==> src/rtl/core/iee_pkg.sv <==
// Package for the infix expression evaluator.
// Holds character classes and codes, operator and status codes, sequencer states and reduce modes.
// No dependencies.
package iee_pkg;

  typedef enum logic [2:0] {
    CLS_START = 3'd0,
    CLS_DIGIT = 3'd1,
    CLS_OPER  = 3'd2,
    CLS_OPEN  = 3'd3,
    CLS_CLOSE = 3'd4
  } cls_t;

  typedef enum logic [2:0] {
    ST_OK       = 3'd0,
    ST_SYNTAX   = 3'd1,
    ST_BRACKET  = 3'd2,
    ST_DIVZERO  = 3'd3,
    ST_OVERFLOW = 3'd4
  } status_t;

  typedef enum logic [2:0] {
    OP_ADD   = 3'd0,
    OP_SUB   = 3'd1,
    OP_MUL   = 3'd2,
    OP_DIV   = 3'd3,
    OP_PAREN = 3'd4,
    OP_BRACK = 3'd5,
    OP_BRACE = 3'd6
  } op_t;

  typedef enum logic [3:0] {
    S_IDLE,
    S_DIGIT,
    S_REDUCE,
    S_POP_B,
    S_POP_A,
    S_EXEC,
    S_DIV,
    S_PUSH_R,
    S_AFTER,
    S_FINAL,
    S_RESULT,
    S_OUT
  } state_t;

  typedef enum logic [1:0] {
    RD_OPER,
    RD_CLOSE,
    RD_END
  } reduce_t;

  localparam logic [7:0] CH_PLUS  = 8'h2B;
  localparam logic [7:0] CH_MINUS = 8'h2D;
  localparam logic [7:0] CH_STAR  = 8'h2A;
  localparam logic [7:0] CH_SLASH = 8'h2F;
  localparam logic [7:0] CH_LPAR  = 8'h28;
  localparam logic [7:0] CH_RPAR  = 8'h29;
  localparam logic [7:0] CH_LBRK  = 8'h5B;
  localparam logic [7:0] CH_RBRK  = 8'h5D;
  localparam logic [7:0] CH_LBRC  = 8'h7B;
  localparam logic [7:0] CH_RBRC  = 8'h7D;
  localparam logic [7:0] CH_ZERO  = 8'h30;
  localparam logic [7:0] CH_NINE  = 8'h39;
  localparam int         RADIX    = 10;

endpackage

==> src/rtl/core/iee_if.sv <==
// Valid/ready channel interfaces for the infix expression evaluator.
// Depends on nothing; payload widths are fixed by the item format.
interface iee_in_if;
  logic       valid;
  logic       ready;
  logic [7:0] char_code;
  logic       last_char;
  modport source (output valid, output char_code, output last_char, input ready);
  modport sink (input valid, input char_code, input last_char, output ready);
endinterface

interface iee_out_if;
  logic              valid;
  logic              ready;
  logic [2:0]        status;
  logic signed [31:0] result_value;
  modport source (output valid, output status, output result_value, input ready);
  modport sink (input valid, input status, input result_value, output ready);
endinterface

==> src/rtl/core/infix_expression_evaluator.sv <==
// Infix expression evaluator: one ASCII character per input transfer.
// Channels: in (char_code, last_char) and out (status, result_value), both
// valid/ready; an item moves on a clock edge with valid and ready both high.
// A result transfer follows only an input item marked last_char.
// Operands and operators sit in two stack memories; one shared ALU (add,
// subtract, multiply, or one restoring-division step per cycle) does the work
// under a sequencer; each stack has one write port and a registered read of its top.
// An ignored character or an opening bracket is done in S_IDLE, a digit passes
// S_DIGIT, a leading sign S_AFTER, an operator or closing bracket S_REDUCE and
// S_AFTER plus S_POP_B, S_POP_A, S_EXEC and S_PUSH_R for each operator reduced;
// a division runs S_DIV once per quotient bit. The last character then passes
// S_FINAL, the final reduction, S_RESULT and S_OUT before the result is valid.
// in_ready is high only while the sequencer is idle.
// Reset (rst_n low, synchronous) empties both stacks and clears the error.
// When the receiver stalls the result is held in the output register and no
// new character is taken until it has been transferred.
// The first error found is kept; later characters are skipped until the last.
module infix_expression_evaluator
  import iee_pkg::*;
#(
  parameter int STACK_DEPTH = 16,
  parameter int VALUE_WIDTH = 32
) (
  input logic clk,
  input logic rst_n,
  iee_in_if.sink in_ch,
  iee_out_if.source out_ch
);

  localparam int CW = $clog2(STACK_DEPTH + 1);
  localparam int AW = (STACK_DEPTH > 1) ? $clog2(STACK_DEPTH) : 1;
  localparam int DCW = $clog2(VALUE_WIDTH + 1);
  localparam logic [CW-1:0] FULL = CW'(STACK_DEPTH);

  // Stack memories, each with one write port and one registered read port.
  logic [VALUE_WIDTH-1:0] opnd_mem [STACK_DEPTH];
  logic [2:0]             oper_mem [STACK_DEPTH];

  state_t  state_r, state_nxt;
  reduce_t mode_r, mode_nxt;
  logic [CW-1:0] opnd_cnt_r, opnd_cnt_nxt, oper_cnt_r, oper_cnt_nxt;
  logic [VALUE_WIDTH-1:0] acc_r, acc_nxt;
  cls_t    prev_r, prev_nxt;
  status_t err_r, err_nxt;
  logic [2:0] pend_op_r, pend_op_nxt;
  logic    last_r, last_nxt;
  logic [VALUE_WIDTH-1:0] a_r, a_nxt, b_r, b_nxt, res_r, res_nxt;
  logic [VALUE_WIDTH-1:0] rem_r, rem_nxt, quo_r, quo_nxt;
  logic [DCW-1:0] dcnt_r, dcnt_nxt;
  logic [2:0] top_op_r;
  logic [2:0] app_op_r, app_op_nxt;
  logic [VALUE_WIDTH-1:0] top_val_r;
  logic    out_valid_r, out_valid_nxt;
  logic [2:0] out_status_r, out_status_nxt;
  logic [31:0] out_value_r, out_value_nxt;

  // Memory ports.
  logic opnd_we, oper_we;
  logic [AW-1:0] opnd_waddr, opnd_raddr, oper_waddr, oper_raddr;
  logic [VALUE_WIDTH-1:0] opnd_wdata;
  logic [2:0] oper_wdata;

  // Character decode.
  logic [7:0] ch;
  logic is_digit, is_oper, is_open, is_close;
  logic [2:0] ch_op;
  assign ch = in_ch.char_code;
  assign is_digit = (ch >= CH_ZERO) && (ch <= CH_NINE);
  assign is_oper = (ch == CH_PLUS) || (ch == CH_MINUS) || (ch == CH_STAR) || (ch == CH_SLASH);
  assign is_open = (ch == CH_LPAR) || (ch == CH_LBRK) || (ch == CH_LBRC);
  assign is_close = (ch == CH_RPAR) || (ch == CH_RBRK) || (ch == CH_RBRC);

  always_comb begin
    case (ch)
      CH_PLUS:  ch_op = OP_ADD;
      CH_MINUS: ch_op = OP_SUB;
      CH_STAR:  ch_op = OP_MUL;
      CH_SLASH: ch_op = OP_DIV;
      CH_LPAR, CH_RPAR: ch_op = OP_PAREN;
      CH_LBRK, CH_RBRK: ch_op = OP_BRACK;
      default:  ch_op = OP_BRACE;
    endcase
  end

  // Signed helpers for the division unit.
  logic a_neg, b_neg;
  logic [VALUE_WIDTH-1:0] mag_a, mag_b;
  logic [VALUE_WIDTH:0] trial;
  assign a_neg = a_r[VALUE_WIDTH-1];
  assign b_neg = b_r[VALUE_WIDTH-1];
  assign mag_a = a_neg ? (~a_r + 1'b1) : a_r;
  assign mag_b = b_neg ? (~b_r + 1'b1) : b_r;
  assign trial = {rem_r, quo_r[VALUE_WIDTH-1]} - {1'b0, mag_b};

  logic in_fire;
  assign in_fire = in_ch.valid && in_ch.ready;
  assign in_ch.ready = (state_r == S_IDLE) && !out_valid_r;

  // Sequencer.
  always_comb begin
    state_nxt = state_r;
    mode_nxt = mode_r;
    opnd_cnt_nxt = opnd_cnt_r;
    oper_cnt_nxt = oper_cnt_r;
    acc_nxt = acc_r;
    prev_nxt = prev_r;
    err_nxt = err_r;
    pend_op_nxt = pend_op_r;
    last_nxt = last_r;
    a_nxt = a_r;
    b_nxt = b_r;
    res_nxt = res_r;
    rem_nxt = rem_r;
    quo_nxt = quo_r;
    dcnt_nxt = dcnt_r;
    app_op_nxt = app_op_r;
    out_valid_nxt = out_valid_r;
    out_status_nxt = out_status_r;
    out_value_nxt = out_value_r;
    opnd_we = 1'b0;
    oper_we = 1'b0;
    opnd_waddr = opnd_cnt_r[AW-1:0];
    opnd_wdata = acc_r;
    oper_waddr = oper_cnt_r[AW-1:0];
    oper_wdata = pend_op_r;
    opnd_raddr = opnd_cnt_r[AW-1:0] - 1'b1;
    oper_raddr = oper_cnt_r[AW-1:0] - 1'b1;

    if (out_valid_r && out_ch.ready) begin
      out_valid_nxt = 1'b0;
    end

    case (state_r)
      S_IDLE: begin
        if (in_fire) begin
          last_nxt = in_ch.last_char;
          pend_op_nxt = ch_op;
          state_nxt = in_ch.last_char ? S_FINAL : S_IDLE;
          if (err_r == ST_OK) begin
            if (is_digit) begin
              if (prev_r == CLS_CLOSE) begin
                err_nxt = ST_SYNTAX;
              end else begin
                // Digit work finishes in S_DIGIT.
                acc_nxt = (prev_r == CLS_DIGIT && opnd_cnt_r != '0)
                          ? acc_r * VALUE_WIDTH'(RADIX) + VALUE_WIDTH'(ch - CH_ZERO)
                          : VALUE_WIDTH'(ch - CH_ZERO);
                a_nxt = {VALUE_WIDTH{(prev_r == CLS_DIGIT && opnd_cnt_r != '0)}};
                prev_nxt = CLS_DIGIT;
                state_nxt = S_DIGIT;
              end
            end else if (is_oper) begin
              if (prev_r == CLS_START && (ch_op == OP_ADD || ch_op == OP_SUB)) begin
                // Unary sign: push zero, then the operator.
                if (opnd_cnt_r >= FULL) begin
                  err_nxt = ST_OVERFLOW;
                end else begin
                  opnd_we = 1'b1;
                  opnd_wdata = '0;
                  opnd_cnt_nxt = opnd_cnt_r + 1'b1;
                  mode_nxt = RD_OPER;
                  state_nxt = S_AFTER;
                end
              end else if (prev_r == CLS_DIGIT || prev_r == CLS_CLOSE) begin
                mode_nxt = RD_OPER;
                state_nxt = S_REDUCE;
              end else begin
                err_nxt = ST_SYNTAX;
              end
            end else if (is_open) begin
              if (prev_r == CLS_DIGIT || prev_r == CLS_CLOSE) begin
                err_nxt = ST_SYNTAX;
              end else if (oper_cnt_r >= FULL) begin
                err_nxt = ST_OVERFLOW;
              end else begin
                oper_we = 1'b1;
                oper_wdata = ch_op;
                oper_cnt_nxt = oper_cnt_r + 1'b1;
                prev_nxt = CLS_OPEN;
              end
            end else if (is_close) begin
              if (prev_r != CLS_DIGIT && prev_r != CLS_CLOSE) begin
                err_nxt = ST_SYNTAX;
              end else begin
                mode_nxt = RD_CLOSE;
                state_nxt = S_REDUCE;
              end
            end
          end
        end
      end

      // Write the number to the top (replace) or push it.
      S_DIGIT: begin
        if (a_r[0]) begin
          opnd_we = 1'b1;
          opnd_waddr = opnd_cnt_r[AW-1:0] - 1'b1;
        end else if (opnd_cnt_r >= FULL) begin
          err_nxt = ST_OVERFLOW;
        end else begin
          opnd_we = 1'b1;
          opnd_cnt_nxt = opnd_cnt_r + 1'b1;
        end
        state_nxt = last_r ? S_FINAL : S_IDLE;
      end

      // Decide whether the top operator is applied; top_op_r follows the stack top.
      S_REDUCE: begin
        if (err_r != ST_OK) begin
          if (mode_r == RD_END) begin
            state_nxt = S_RESULT;
          end else begin
            state_nxt = last_r ? S_FINAL : S_IDLE;
          end
        end else if (mode_r == RD_END) begin
          if (oper_cnt_r == '0) begin
            state_nxt = S_RESULT;
          end else if (top_op_r >= OP_PAREN) begin
            err_nxt = ST_BRACKET;
            state_nxt = S_RESULT;
          end else begin
            state_nxt = S_POP_B;
          end
        end else if (oper_cnt_r != '0 && top_op_r < OP_PAREN &&
                     (mode_r == RD_CLOSE || top_op_r[2:1] >= pend_op_r[2:1])) begin
          state_nxt = S_POP_B;
        end else begin
          state_nxt = S_AFTER;
        end
      end

      // Take the right operand; start the read of the left one below it.
      S_POP_B: begin
        opnd_raddr = opnd_cnt_r[AW-1:0] - AW'(2);
        if (opnd_cnt_r < CW'(2)) begin
          err_nxt = ST_SYNTAX;
          state_nxt = S_REDUCE;
        end else begin
          app_op_nxt = top_op_r;
          oper_cnt_nxt = oper_cnt_r - 1'b1;
          opnd_cnt_nxt = opnd_cnt_r - 1'b1;
          b_nxt = top_val_r;
          state_nxt = S_POP_A;
        end
      end

      S_POP_A: begin
        opnd_cnt_nxt = opnd_cnt_r - 1'b1;
        a_nxt = top_val_r;
        state_nxt = S_EXEC;
      end

      S_EXEC: begin
        case (app_op_r)
          OP_ADD: begin
            res_nxt = a_r + b_r;
            state_nxt = S_PUSH_R;
          end
          OP_SUB: begin
            res_nxt = a_r - b_r;
            state_nxt = S_PUSH_R;
          end
          OP_MUL: begin
            res_nxt = a_r * b_r;
            state_nxt = S_PUSH_R;
          end
          default: begin
            if (b_r == '0) begin
              err_nxt = ST_DIVZERO;
              state_nxt = S_REDUCE;
            end else begin
              rem_nxt = '0;
              quo_nxt = mag_a;
              dcnt_nxt = DCW'(VALUE_WIDTH);
              state_nxt = S_DIV;
            end
          end
        endcase
      end

      // One restoring-division step per cycle.
      S_DIV: begin
        if (dcnt_r == '0) begin
          res_nxt = (a_neg ^ b_neg) ? (~quo_r + 1'b1) : quo_r;
          state_nxt = S_PUSH_R;
        end else begin
          if (!trial[VALUE_WIDTH]) begin
            rem_nxt = trial[VALUE_WIDTH-1:0];
            quo_nxt = {quo_r[VALUE_WIDTH-2:0], 1'b1};
          end else begin
            rem_nxt = {rem_r[VALUE_WIDTH-2:0], quo_r[VALUE_WIDTH-1]};
            quo_nxt = {quo_r[VALUE_WIDTH-2:0], 1'b0};
          end
          dcnt_nxt = dcnt_r - 1'b1;
        end
      end

      // Push the result; the two pops leave room for it.
      S_PUSH_R: begin
        opnd_we = 1'b1;
        opnd_wdata = res_r;
        opnd_cnt_nxt = opnd_cnt_r + 1'b1;
        state_nxt = S_REDUCE;
      end

      // Finish an operator (push it) or a closing bracket (pop its match).
      S_AFTER: begin
        if (err_r != ST_OK) begin
          state_nxt = last_r ? S_FINAL : S_IDLE;
        end else if (mode_r == RD_OPER) begin
          if (oper_cnt_r >= FULL) begin
            err_nxt = ST_OVERFLOW;
          end else begin
            oper_we = 1'b1;
            oper_cnt_nxt = oper_cnt_r + 1'b1;
            prev_nxt = CLS_OPER;
          end
          state_nxt = last_r ? S_FINAL : S_IDLE;
        end else begin
          if (oper_cnt_r == '0 || top_op_r != pend_op_r) begin
            err_nxt = ST_BRACKET;
          end else begin
            oper_cnt_nxt = oper_cnt_r - 1'b1;
            prev_nxt = CLS_CLOSE;
          end
          state_nxt = last_r ? S_FINAL : S_IDLE;
        end
      end

      S_FINAL: begin
        mode_nxt = RD_END;
        last_nxt = 1'b0;
        if (err_r == ST_OK && prev_r != CLS_DIGIT && prev_r != CLS_CLOSE) begin
          err_nxt = ST_SYNTAX;
          state_nxt = S_RESULT;
        end else if (err_r != ST_OK) begin
          state_nxt = S_RESULT;
        end else begin
          state_nxt = S_REDUCE;
        end
      end

      // top_val_r holds the top operand here.
      S_RESULT: begin
        if (err_r == ST_OK && opnd_cnt_r == '0) err_nxt = ST_SYNTAX;
        state_nxt = S_OUT;
      end

      S_OUT: begin
        out_valid_nxt = 1'b1;
        out_status_nxt = err_r;
        out_value_nxt = (err_r == ST_OK) ? 32'(signed'(top_val_r)) : '0;
        opnd_cnt_nxt = '0;
        oper_cnt_nxt = '0;
        acc_nxt = '0;
        prev_nxt = CLS_START;
        err_nxt = ST_OK;
        state_nxt = S_IDLE;
      end

      default: state_nxt = S_IDLE;
    endcase
  end

  // Stack memories with registered reads of both tops.
  always_ff @(posedge clk) begin
    if (opnd_we) opnd_mem[opnd_waddr] <= opnd_wdata;
    if (oper_we) oper_mem[oper_waddr] <= oper_wdata;
    top_val_r <= opnd_mem[opnd_raddr];
    top_op_r <= oper_mem[oper_raddr];
  end

  // Control registers.
  always_ff @(posedge clk) begin
    if (!rst_n) begin
      state_r <= S_IDLE;
      opnd_cnt_r <= '0;
      oper_cnt_r <= '0;
      prev_r <= CLS_START;
      err_r <= ST_OK;
      last_r <= 1'b0;
      out_valid_r <= 1'b0;
      acc_r <= '0;
    end else begin
      state_r <= state_nxt;
      opnd_cnt_r <= opnd_cnt_nxt;
      oper_cnt_r <= oper_cnt_nxt;
      prev_r <= prev_nxt;
      err_r <= err_nxt;
      last_r <= last_nxt;
      out_valid_r <= out_valid_nxt;
      acc_r <= acc_nxt;
    end
  end

  // Datapath registers.
  always_ff @(posedge clk) begin
    mode_r <= mode_nxt;
    pend_op_r <= pend_op_nxt;
    a_r <= a_nxt;
    b_r <= b_nxt;
    res_r <= res_nxt;
    rem_r <= rem_nxt;
    quo_r <= quo_nxt;
    dcnt_r <= dcnt_nxt;
    app_op_r <= app_op_nxt;
    out_status_r <= out_status_nxt;
    out_value_r <= out_value_nxt;
  end

  assign out_ch.valid = out_valid_r;
  assign out_ch.status = out_status_r;
  assign out_ch.result_value = out_value_r;

endmodule

==> src/flat_wrapper.sv <==
// flat-port wrapper written by rule: the top's interface ports become plain ports
module infix_expression_evaluator_flat import iee_pkg::*;
#(
  parameter int STACK_DEPTH = 16,
  parameter int VALUE_WIDTH = 32
)
  (clk, rst_n, in_ch_valid, in_ch_char_code, in_ch_last_char, in_ch_ready, out_ch_valid, out_ch_status, out_ch_result_value, out_ch_ready);
  iee_in_if in_ch_i ();
  iee_out_if out_ch_i ();
  input logic clk;
  input logic rst_n;
  input wire logic [$bits(in_ch_i.valid)-1:0] in_ch_valid;
  input wire logic [$bits(in_ch_i.char_code)-1:0] in_ch_char_code;
  input wire logic [$bits(in_ch_i.last_char)-1:0] in_ch_last_char;
  output wire logic [$bits(in_ch_i.ready)-1:0] in_ch_ready;
  output wire logic [$bits(out_ch_i.valid)-1:0] out_ch_valid;
  output wire logic [$bits(out_ch_i.status)-1:0] out_ch_status;
  output wire logic [$bits(out_ch_i.result_value)-1:0] out_ch_result_value;
  input wire logic [$bits(out_ch_i.ready)-1:0] out_ch_ready;
  assign in_ch_i.valid = in_ch_valid;
  assign in_ch_i.char_code = in_ch_char_code;
  assign in_ch_i.last_char = in_ch_last_char;
  assign in_ch_ready = in_ch_i.ready;
  assign out_ch_valid = out_ch_i.valid;
  assign out_ch_status = out_ch_i.status;
  assign out_ch_result_value = out_ch_i.result_value;
  assign out_ch_i.ready = out_ch_ready;
  infix_expression_evaluator #(.STACK_DEPTH(STACK_DEPTH), .VALUE_WIDTH(VALUE_WIDTH)) u_core (.clk(clk), .rst_n(rst_n), .in_ch(in_ch_i), .out_ch(out_ch_i));
endmodule
==> config.mk <==
export PLATFORM = sky130hd
export DESIGN_NAME = infix_expression_evaluator_flat
export DESIGN_NICKNAME = d
export VERILOG_FILES = /design/src/rtl/core/iee_pkg.sv /design/src/rtl/core/iee_if.sv /design/src/rtl/core/infix_expression_evaluator.sv /design/src/flat_wrapper.sv
export SDC_FILE = /design/constraint.sdc
export NUM_CORES = 2
export LEC_CHECK = 0
export BUFFER_PORTS_ARGS = -buffer_cell sky130_fd_sc_hd__buf_2
export CAP_MARGIN = 40
export CORE_MARGIN = 10
export CORE_UTILIZATION = 50
export CTS_BUF_LIST = sky130_fd_sc_hd__clkbuf_4 sky130_fd_sc_hd__clkbuf_8
export DETAILED_ROUTE_END_ITERATION = 7
export MAX_ROUTING_LAYER = met4
export PLACE_DENSITY = 0.7
export REMOVE_ABC_BUFFERS = 1
export SETUP_SLACK_MARGIN = 0.5
export SLEW_MARGIN = 20
export SYNTH_ARGS = -nofsm -noshare
export SYNTH_HDL_FRONTEND = slang
export SYNTH_SLANG_ARGS = --single-unit
==> constraint.sdc <==
create_clock -name clk -period 9.6 [get_ports clk]
set_clock_uncertainty 0.1 [all_clocks]
set_input_delay 0.96 -clock clk [delete_from_list [all_inputs] [get_ports clk]]
set_output_delay 0.96 -clock clk [all_outputs]
set_load 0.01 [all_outputs]
# Word-level counts from Yosys, hierarchy flattened
# Memories as Yosys holds them, arrays and structs flattened. A register that Yosys moved wholly into a read port is not among the register bits.
# Cells that the tools add are included.
[totals]
latchBits = 0
input_bits = 13
ff_bits = 263
out_inout_bits = 37
mem_bits_ro = 0
mem_bits_rw = 560
mem_count = 2
elab_cells = 363
[mem_list]
columns = ["memory", "words", "width", "read_ports", "rd_clocked_by_memory_dff", "wr", "line", "text"]
rows = [
  ["u_core.opnd_mem", 16, 32, 1, 1, 1, "infix_expression_evaluator.sv:36", "logic [VALUE_WIDTH-1:0] opnd_mem [STACK_DEPTH];"],
  ["u_core.oper_mem", 16, 3, 1, 1, 1, "infix_expression_evaluator.sv:37", "logic [2:0] oper_mem [STACK_DEPTH];"],
]
[op_classes]
n_reduce_logical = 63
order_cmp = 8
eq_ne = 74
shifts = 0
mul = 2
div = 0
n_mux = 174
add_sub_neg = 16
bitwise = 5
[ops]
columns = ["cell", "count"]
rows = [
  ["32-bit two-way mux", 26],
  ["32-bit one-hot mux with 2 select lines", 6],
  ["3-bit two-way mux", 48],
  ["4-bit two-way mux", 26],
  ["32-bit by 1-bit adder with 32-bit output (second input constant)", 3],
  ["32-bit inverter", 3],
  ["32-bit one-hot mux with 3 select lines", 1],
  ["5-bit two-way mux", 19],
  ["32-bit adder", 2],
  ["8-bit by 6-bit == test with 1-bit output (second input constant)", 6],
  ["4-bit one-hot mux with 10 select lines", 1],
  ["33-bit by 32-bit subtractor with 33-bit output", 1],
  ["8-bit by 7-bit == test with 1-bit output (second input constant)", 4],
  ["32-bit zero test", 1],
  ["32-bit by 3-bit multiplier with 31-bit output (second input constant)", 1],
  ["32-bit by 32-bit multiplier with 32-bit output", 1],
  ["32-bit subtractor", 1],
  ["5-bit one-hot mux with 6 select lines", 1],
  ["2-bit inequality test (second input constant)", 14],
  ["3-bit one-hot mux with 9 select lines", 1],
  ["1-bit two-way mux", 24],
  ["2-bit by 1-bit inequality test with 1-bit output (second input constant)", 11],
  ["2-bit two-way mux", 10],
  ["5-bit one-hot mux with 4 select lines", 1],
  ["other kinds (65)", 130],
]

# Logic depth before layout (Yosys ltp)
[depth]
depth_word = 14
mapped_depth = 28
depth_no_buf = 26

# Worst setup path before layout
# OpenSTA, ideal clock, no wires.
[synth_path]
path_kind = "input to register"
from = "input port in_ch_char_code[4]"
to = "register u_core.a_r[0], enable pin"
required_ns = 8.905
t_arrival_ns = 7.351
stages = 9
path_slack_ns = 1.554
setup_ns = 0.595
path_buffers = 2
path_cell_list = "ha_1 > nor3b_1 > o21ai_1 > a21boi_1 > a21o_1 > o21ai_1 > clkbuf_1 > clkbuf_1 > a2111oi_0"
[synth_via]
elab_chain_len = 4
word_cells_on_any_way = 5
classes_between = "order compare: 2; eq/ne: 1; reduce/logical: 2"
[synth_lines]
columns = ["element", "line", "text"]
rows = [
  ["from (decl)", "flat_wrapper.sv:13", "input wire logic [$bits(in_ch_i.char_code)-1:0] in_ch_char_code;"],
  ["8-bit by 6-bit >= comparator with 1-bit output or 8-bit by 6-bit less-or-equal comparator with 1-bit output (tied branches)", "infix_expression_evaluator.sv:68", "assign is_digit = (ch >= CH_ZERO) && (ch <= CH_NINE);"],
  ["1-bit logical AND *", "infix_expression_evaluator.sv:68", ""],
  ["2-bit by 1-bit inequality test with 1-bit output (no line) *", "n/a", ""],
  ["5-bit AND reduction (no line) *", "n/a", ""],
  ["to (signal assigned)", "infix_expression_evaluator.sv:400", "a_r <= a_nxt;"],
  ["to (decl)", "infix_expression_evaluator.sv:47", "logic [VALUE_WIDTH-1:0] a_r, a_nxt, b_r, b_nxt, res_r, res_nxt;"],
]
# Mark *: on every way between the ends. The rest lies on a longest branch, timed or not.
# A chain may end at the register's enable or synchronous reset.

# Final worst setup path
[layout_path]
from = "register u_core.b_r[6]"
to = "register u_core.res_r[30], data pin"
[layout_via]
elab_chain_len = 3
word_cells_on_any_way = 5
classes_between = "add/sub: 2; mul: 1; mux: 2"
[layout_lines]
columns = ["element", "line", "text"]
rows = [
  ["from (decl)", "infix_expression_evaluator.sv:47", ""],
  ["from (signal assigned)", "infix_expression_evaluator.sv:401", "b_r <= b_nxt;"],
  ["32-bit by 32-bit multiplier with 32-bit output (tied with other cells)", "infix_expression_evaluator.sv:264", "res_nxt = a_r * b_r;"],
  ["32-bit one-hot mux with 3 select lines *", "infix_expression_evaluator.sv:254", "case (app_op_r)"],
  ["32-bit one-hot mux with 2 select lines *", "infix_expression_evaluator.sv:133", "case (state_r)"],
  ["net u_core.res_nxt[30]", "infix_expression_evaluator.sv:47", ""],
  ["to (signal assigned)", "infix_expression_evaluator.sv:402", "res_r <= res_nxt;"],
  ["to (decl)", "infix_expression_evaluator.sv:47", ""],
]
# The timed path passes the listed nets; every way through them passes the cells marked *.

==> impl_metrics.yaml <==
drt:
  vias: 40100
  dr.pass1.iters: 5
  drtIter0Drc: 3832
  routed_wl_mm: 161
  ant_nets: 0
  avgRoutedWirePerCell_um: 23.8
  via_per_inst: 5.93
  drc: 0
cts:
  path_clk_slew_ns: 0.08
  hold_buffers: 0
  cts_sinks: 858
  cts_setup_buffers: 0
  clockBufferDepth: 3
  cts_tree: "yes"
  clock_latency_ns: 0.84
  root_buffer: "clkbuf_8"
  cts_htree_levels: 4
  numCtsBuffers: 139
  ctsResizeCount: 0
synth:
  netlist_area_um2: 58900
  synthTopCellsByArea: "edfxtp_1 39%, fa_1 14%, ha_1 6.2%"
  synth_top_area_cell: "edfxtp_1"
  synth-seq-area-share_pct: 42.3
  ys_async_sr_fraction_pct: 0
  synth_edf_count: 769
  synth_top_area_share_pct: 39.2
  synth_ff_type: "edfxtp_1"
  avgSynthCellArea_um2: 11.6
  yosysUniqueCellTypes: 80
  ys_warn_count: 0
  synth_cells: 5094
  synth.ff_latch_count: 858
finish:
  final_cells: 6763
  final_common_cell: "edfxtp_1"
  finalInstanceArea_um2: 64200
  fillers: 9574
  final_cell_mix: "769 x edfxtp_1, 486 x nand2_1, 443 x inv_1"
  area_delta_synth_final_pct: 9.13
  layout-drive-gt1-share_pct: 12.2
  final_core_util_pct: 55.1
  num-nets-final: 5841
grt:
  antenna_found_initial: 9
  grtUsageTotal_pct: 25.2
  grt_remaining_overflow: 0
  grt_pass1_wl_mm: 248
  grt_max_degree: 128
  grt_pass1_vias: 40700
timing:
  worstMarginPinSlew_ns: 0.895
  rsz0062_at_grt: "no"
  worst_slack_ns: 1.61
  finalCritPeriodShare_pct: 83.2
  fmax_mhz: 125
  slew_headroom_pct: 39.8
  maxSlewViolCount: 0
  tns_ns: 0
  finalHoldViolations: 0
  hold_ws_ns: 0.352
  fin_crit_ns: 7.99
  finalSetupViolations: 0
critical_path:
  crit_path_start: "u_core.b_r[6]$_DFFE_PP_"
  criticalPathCategory: "register to register"
  r2r_start: "u_core.b_r[6]$_DFFE_PP_"
  required_ns: 10.02
  critPathMaxFanout: 21
  worstPathArrival_ns: 8.41
  startpoint_type: "register"
  end_kind: "register"
place:
  portBuffers: 49
  gp_congestion: 0.949
  dp_slack_ns: 1.76
  place_inst: 6500
  post_dp_cell_area_um2: 61300
  place.detailed.hpwl_mm: 112
floorplanning:
  dieArea_um2: 132000
  ios: 50
  initial_core_util_pct: 50.5
  dieHeight_um: 363
  rows: 125
  die_w_um: 363
  core_um2: 117000
power:
  irDropWorstVdd_v: 0.000647
  power_mw: 16.2
  p_per_area_nw_per_um2: 252
  leakage_nw: 25.9
run:
  max-cap-violations: 0
worst_hold_path:
  holdCritPathClass: "input port to register"
  min_from: "out_ch_ready"
outcome:
  status: "finished, final reports clean"
[worst max-delay path, stage by stage (launching register included)]
cell and delay, ns:
edfxtp_1 0.74, buf_4 0.36, and2_1 0.19, fa_1 0.45, fa_1 0.53, fa_1 0.53, inv_1 0.05, fa_1 0.48
inv_1 0.05, fa_1 0.48, fa_1 0.58, fa_1 0.44, fa_1 0.48, ha_1 0.38, a21o_1 0.20, a21o_1 0.17
a21boi_0 0.17, o31ai_1 0.14, nor3_1 0.21, a21boi_1 0.15, a311oi_1 0.35, xnor2_1 0.15, a22oi_1 0.18, nand2_1 0.08
[power by group]
part,total [mW],switching [mW],leakage (nW),internal (mW)
logic,8.35,4.83,16.4,3.52
registers,4.51,0.240,7.99,4.28
clock network,3.30,1.50,1.55,1.80
[metal layers]
metal  global-route usage (%)  share of wire (%)
met2                     40.4                 48
met4                     8.96                3.5
met5                        -                  0
met3                     4.04                7.6
met1                     32.6                 41
[flip-flops by register name (all words and copies together), names as in the netlist, 4 cells and up]
name,cells
u_core.oper_cnt_r,5
u_core.opnd_mem,512
u_core.acc_r,32
u_core.rem_r,32
u_core.quo_r,32
u_core.dcnt_r,6
u_core.out_ch.result_value,32
u_core.a_r,32
u_core.opnd_cnt_r,5
u_core.res_r,32
u_core.oper_mem,48
u_core.b_r,32
u_core.state_r,4
u_core.top_val_r,32
[layout make-up]
class,instances,area [µm²],area share (%)
repair buffers,171,1330,2.07
clock buffers,203,2460,3.82
well taps,1524,1910,2.97
flip-flops and latches,858,24900,38.7
multi-input cells,3509,31500,49.1
diodes,3,7.51,0.0117
inverters,443,1660,2.59
clock inverters,52,450,0.701
[final timing paths]
path / end / slack (ns) / cells past startpoint
setup / recovery: u_core.res_r[30]$_DFFE_PP_ / 1.61 / 23
hold / removal: u_core.out_ch.valid$_SDFFE_PN0P_ / 0.35 / 3
setup reg to reg: u_core.res_r[30]$_DFFE_PP_ / 1.61 / 23
hold reg to reg: u_core.b_r[15]$_DFFE_PP_ / 0.37 / 0
[logic make-up (layout without fill, tap and decap cells)]
logic type	Yosys count	after routing	share of synthesized area, %
other	0	3	0
AO/OA/AOI/OAI	865	865	9.61
AND/OR/NAND/NOR	1425	1425	12.1
multiplexers	195	195	6.36
adder cells (fa/ha/maj)	706	706	20.3
XOR/XNOR	318	318	4.73
flip-flops	858	858	42.3
buffers and inverters	727	869	4.65
[synth_stat cells, types with 21 or more instances]
library cell and number:
or3_1 42, a21oi_1 225, a31oi_1 35, xnor2_1 165, a31o_2 35, inv_1 443, a211oi_1 72, clkbuf_1 249
o21ai_1 29, a21boi_1 23, a21o_1 64, xor2_1 153, nor2_1 204, o21ai_0 151, dfxtp_1 89, o21a_1 21
and3_1 33, and2_1 360, fa_1 413, nor3_1 75, nand2_1 486, mux2i_1 50, o31ai_1 39, nand2b_1 23
mux4_2 143, a22o_1 34, nand3_1 40, edfxtp_1 769, buf_1 28, ha_1 293, nor2b_1 84
No activity file was read; power rests on OpenSTA's default activity.
